File: src/sv/ring_buffer_frame_sync_core_macros.svh
// ----------------------------------------------------------------------------
// Assertion macros for the ring buffer frame sync core
// Shorthand for clocked implication checks with synchronous reset masking.
// ----------------------------------------------------------------------------
`ifndef RING_BUFFER_FRAME_SYNC_CORE_MACROS_SVH
`define RING_BUFFER_FRAME_SYNC_CORE_MACROS_SVH

// Same-cycle implication
`define RBFS_ASSERT_IMP(label, clk, rst, ante, cons, msg) \
   label: assert property (@(posedge clk) disable iff (rst) (ante) |-> (cons)) \
      else $error(msg);

// Next-cycle implication
`define RBFS_ASSERT_NXT(label, clk, rst, ante, cons, msg) \
   label: assert property (@(posedge clk) disable iff (rst) (ante) |=> (cons)) \
      else $error(msg);

`endif

File: src/sv/rbfs_pkg.sv
// ----------------------------------------------------------------------------
// Ring buffer frame sync package
// Beat types, opcodes, status codes and register addresses.
// ----------------------------------------------------------------------------
package rbfs_pkg;

   localparam logic [1:0] OP_WRITE = 2'd0;
   localparam logic [1:0] OP_READ  = 2'd1;
   localparam logic [1:0] OP_DROP  = 2'd2;

   localparam logic [1:0] ST_OK      = 2'd0;
   localparam logic [1:0] ST_FULL    = 2'd1;
   localparam logic [1:0] ST_NOFRAME = 2'd2;

   localparam int CSR_AW = 3;
   localparam logic [CSR_AW-1:0] ADDR_DELIM = 3'd0;
   localparam logic [CSR_AW-1:0] ADDR_MAX   = 3'd4;
   localparam logic [11:0] MAX_PAYLOAD_RST = 12'd4080;

   typedef struct packed {
      logic [1:0] opcode;
      logic [7:0] in_byte;
   } req_type;

   typedef struct packed {
      logic [1:0]  status;
      logic [7:0]  data_byte;
      logic        last_byte;
      logic        frame_ready;
      logic [12:0] frame_length;
      logic [12:0] fill_level;
   } rsp_type;

   typedef struct packed {
      logic       is_write;
      logic       is_read;
      logic       is_drop;
      logic [7:0] wr_byte;
   } cmd_type;

endpackage

File: src/sv/rbfs_front.sv
// ----------------------------------------------------------------------------
// Ring buffer frame sync front end
// Accepts request beats, decodes the opcode and queues up to two commands.
// ----------------------------------------------------------------------------
module rbfs_front (
   input  logic             clock,
   input  logic             reset,
   input  logic             push,
   output logic             full,
   input  rbfs_pkg::req_type req_item,
   output logic             cmd_valid,
   output rbfs_pkg::cmd_type cmd,
   input  logic             cmd_pop
);
   import rbfs_pkg::*;

   cmd_type    slot_ff [2];
   logic       wr_ff, wr_in, rd_ff, rd_in;
   logic [1:0] cnt_ff, cnt_in;
   logic       take;
   cmd_type    dec;

   // Classify the incoming opcode
   always_comb begin
      dec.is_write = (req_item.opcode == OP_WRITE);
      dec.is_read  = (req_item.opcode == OP_READ);
      dec.is_drop  = (req_item.opcode == OP_DROP);
      dec.wr_byte  = req_item.in_byte;
   end

   assign full      = (cnt_ff == 2'd2);
   assign take      = push && !full;
   assign cmd_valid = (cnt_ff != 2'd0);
   assign cmd       = slot_ff[rd_ff];

   // Advance pointers and count
   always_comb begin
      wr_in  = take ? !wr_ff : wr_ff;
      rd_in  = (cmd_pop && cmd_valid) ? !rd_ff : rd_ff;
      cnt_in = cnt_ff + 2'(take) - 2'(cmd_pop && cmd_valid);
   end

   always_ff @(posedge clock) begin
      if (reset) begin
         wr_ff  <= 1'b0;
         rd_ff  <= 1'b0;
         cnt_ff <= 2'd0;
      end else begin
         wr_ff  <= wr_in;
         rd_ff  <= rd_in;
         cnt_ff <= cnt_in;
      end
   end

   always_ff @(posedge clock) begin
      if (take) begin
         slot_ff[wr_ff] <= dec;
      end
   end

endmodule

File: config.mk
export PLATFORM = sky130hd
export DESIGN_NAME = rbfs_front
export DESIGN_NICKNAME = d
export VERILOG_FILES = /design/src/sv/ring_buffer_frame_sync_core_macros.svh /design/src/sv/rbfs_pkg.sv /design/src/sv/rbfs_front.sv
export SDC_FILE = /design/constraint.sdc
export NUM_CORES = 1
export LEC_CHECK = 0
export ABC_CLOCK_PERIOD_IN_PS = 4200
export BUFFER_PORTS_ARGS = -buffer_cell sky130_fd_sc_hd__buf_2
export CELL_PAD_IN_SITES_DETAIL_PLACEMENT = 1
export CELL_PAD_IN_SITES_GLOBAL_PLACEMENT = 1
export CORE_UTILIZATION = 44
export CTS_CLUSTER_DIAMETER = 50
export DETAILED_ROUTE_END_ITERATION = 8
export GPL_TIMING_DRIVEN = 1
export PLACE_DENSITY = 0.82
export SLEW_MARGIN = 20
export SYNTH_ARGS = -nofsm -noshare
export SYNTH_HDL_FRONTEND = slang
export SYNTH_SLANG_ARGS = --single-unit
File: constraint.sdc
create_clock -name clock -period 4.2 [get_ports clock]
set_clock_uncertainty 0.1 [all_clocks]
set_input_delay 0.21 -clock clock [delete_from_list [all_inputs] [get_ports clock]]
set_output_delay 0.21 -clock clock [all_outputs]
set_load 0.01 [all_outputs]
==> flow_metrics.tcl <==
set metrics [dict create \
    combPwrFrac 0.287 \
    clockPowerShare 0.158 \
    powerDensity_mw_per_mm2 499 \
    vdd_drop_max_uv 298 \
    insertion_delay_ps 300 \
    post-route-min-period_ps 1800 \
    synth_top_area_frac 0.635 \
    ys_warn_count 0 \
    syn_area_per_cell_um2 16.5 \
    endpoint_kind "output port" \
    path_cells "mux2_1, buf_2" \
    synth_fp_nets 79 \
    critPathMaxStageDelay_ps 660 \
    cp.required_ps 3890 \
    grt_pass1_wl_mm 2.75 \
    start_kind "register" \
    antenna_found_initial 0 \
    clk_pin_slew_ps 130 \
    wl_mm 1.67 \
    synth_top_area_cell "edfxtp_1" \
    initial_utilization 0.471 \
    ys_seq_elements 27 \
    rsz0062_at_grt "no" \
    drcViolationCount 0 \
    hold_violations 0 \
    grt_pass1_vias 627 \
    rr_worst_depth 4 \
    synthCells 63 \
    first_iter_violations 4 \
    critPathKind "reg2out" \
    dieHeight_um 50.6 \
    firstDrtPassIters 4 \
    hold_path_class "in2reg" \
    antennaDiodeCount 0 \
    switching_share 0.285 \
    cts_tree "done" \
    vias 611 \
    num_rows 17 \
    crit_slowest_cell "dfxtp_1" \
    synth_cell_types 20 \
    tightest_slew_ps 510 \
    numCtsBuffers 3 \
    setup_tns_ps 0 \
    yosysSeqAreaShare 0.731 \
    clock-sinks 27 \
    drive_gt1_frac 0.347 \
    synth_area_mm2 0.00104 \
    grt_max_degree 15 \
    cts_root_buffer "clkbuf_4" \
    finalCritPeriodShare 0.428 \
    cp_max_fo 11 \
    place.gp.congestion 0.743 \
    cp.arrival_ps 1490 \
    htreeDepth 1 \
    viasPerCell 4.74 \
    ios 27 \
    final_max_slew_viol_count 0 \
    dp.cells 116 \
    min_from "req_item[9]" \
    p_seq_frac 0.555 \
    cap_viol_max_count 0 \
    coreArea_mm2 0.00221 \
    syn2layout_area_growth_pct 26.6 \
    ant_nets 0 \
    p_int_mw 0.470 \
    post_cts.repair.setup_buffers 0 \
    synthTopCellsByArea "edfxtp_1 (63%), mux2_1 (11%), dfxtp_1 (9.6%)" \
    fp.dieArea_mm2 0.00256 \
    p_switching_mw 0.187 \
    holdWs_ps 80.4 \
    port_buffers 26 \
    setup_viol 0 \
    ctsResizeCount 0 \
    post_drt_wl_per_cell_um 13.0 \
    die_w_um 50.6 \
    grt_usage 0.152 \
    r2r_setup_slack_ps 2510 \
    fin_cells 129 \
    holdPathStages 2 \
    slew_headroom 0.659 \
    grt-ovfl-total 0 \
    status "finished clean" \
    hpwlAfterDp_mm 1.14 \
    nets 118 \
    r2r-start "cnt_ff[0]" \
    cts-hold-fix-buffers 9 \
    max_freq_ghz 0.556 \
    cts_max_path_buffers 2 \
    leakage_nw 0.540 \
]
area by class of cell:
type,count,area (um^2)
fill,217,895
timing repair buffer,35,220
clock buffer,4,26.3
sequential,27,761
inverter,4,15.0
multi-input combinational,31,260
tap,28,35.0
worst paths after layout:
| kind | endpoint |
|---|---|
| worst max-delay path | cmd[3] |
| worst min register to register | wr_ff |
| worst max register to register | slot_ff[0][3] |
| worst min-delay path | slot_ff[1][10] |
per-stage QoR:
| step | cell area [um^2] | power (mW) | setup WS, ps | utilization |
|---|---|---|---|---|
| global route | 1320 | 0.706 | 2280 | 0.596 |
| floorplan | 1040 | 0.490 | 2640 | - |
| global placement | 1200 | 0.549 | 2570 | 0.543 |
| CTS | 1320 | 0.670 | 2340 | 0.596 |
| detailed placement | 1200 | 0.557 | 2510 | 0.543 |
| finish | 1320 | 0.658 | 2400 | 0.596 |
Yosys cell counts (all sizes together):
master and count:
a21oi 1, and3 1, buf 1, dfxtp 5
edfxtp 22, ha 2, inv 4, mux2 11
nand2 1, nand2b 1, nor2 4, nor2b 3
o21a 1, o21ai 1, or2 1, or3 1
xnor2 2, xor2 1
power groups by stage:
| stage | Sequential [mW] | Combinational, mW | Clock [mW] |
|---|---|---|---|
| after CTS | 0.366 | 0.193 | 0.111 |
| after floorplan | 0.354 | 0.135 | 0 |
| after detailed placement | 0.373 | 0.185 | 0 |
| final | 0.365 | 0.189 | 0.104 |
| after global routing | 0.371 | 0.214 | 0.120 |
| after global placement | 0.370 | 0.179 | 0 |
sequential cells by signal, indices dropped and copies added (netlist names), named ones only:
| signal | count |
|---|---|
| wr_ff | 1 |
| rd_ff | 1 |
| cnt_ff | 2 |
| slot_ff | 22 |
cell families (layout without fill, tap and decap cells):
family | after synthesis | after routing | share of synthesized area
AOI/OAI and AO/OA | 3 | 3 | 0.0180
xor gates and xnor gates | 3 | 3 | 0.0252
adders and majority gates | 2 | 2 | 0.0240
buffers and inverters | 5 | 43 | 0.0192
DFF | 27 | 27 | 0.731
muxes | 11 | 11 | 0.119
and+or+nand+nor | 12 | 12 | 0.0637
critical path: cells and delay by family (launching register included):
family                 cells  cell delay, ps
buffers and inverters      1             140
multiplexers               1             380
flip-flops                 1             660
layout by cell type (no fill, tap or decap), types with 2 or more instances in the layout:
cell type / n
edfxtp_1: 22
xnor2_1: 2
inv_1: 3
clkbuf_4: 3
mux2_1: 10
dlygate4sd3_1: 9
ha_1: 2
buf_2: 26
dfxtp_1: 5
nor2_1: 4
nor2b_1: 3
metal layers:
metal | GRT usage | share of wire | vias up
met2 | 0.258 | 0.52 | 14
met1 | 0.183 | 0.44 | 293
met4 | 0.0833 | 0.0078 | 0
li1 | - | - | 302
met5 | 0 | 0 | -
met3 | 0.0273 | 0.031 | 2
No activity file was read; power rests on OpenSTA's default activity.
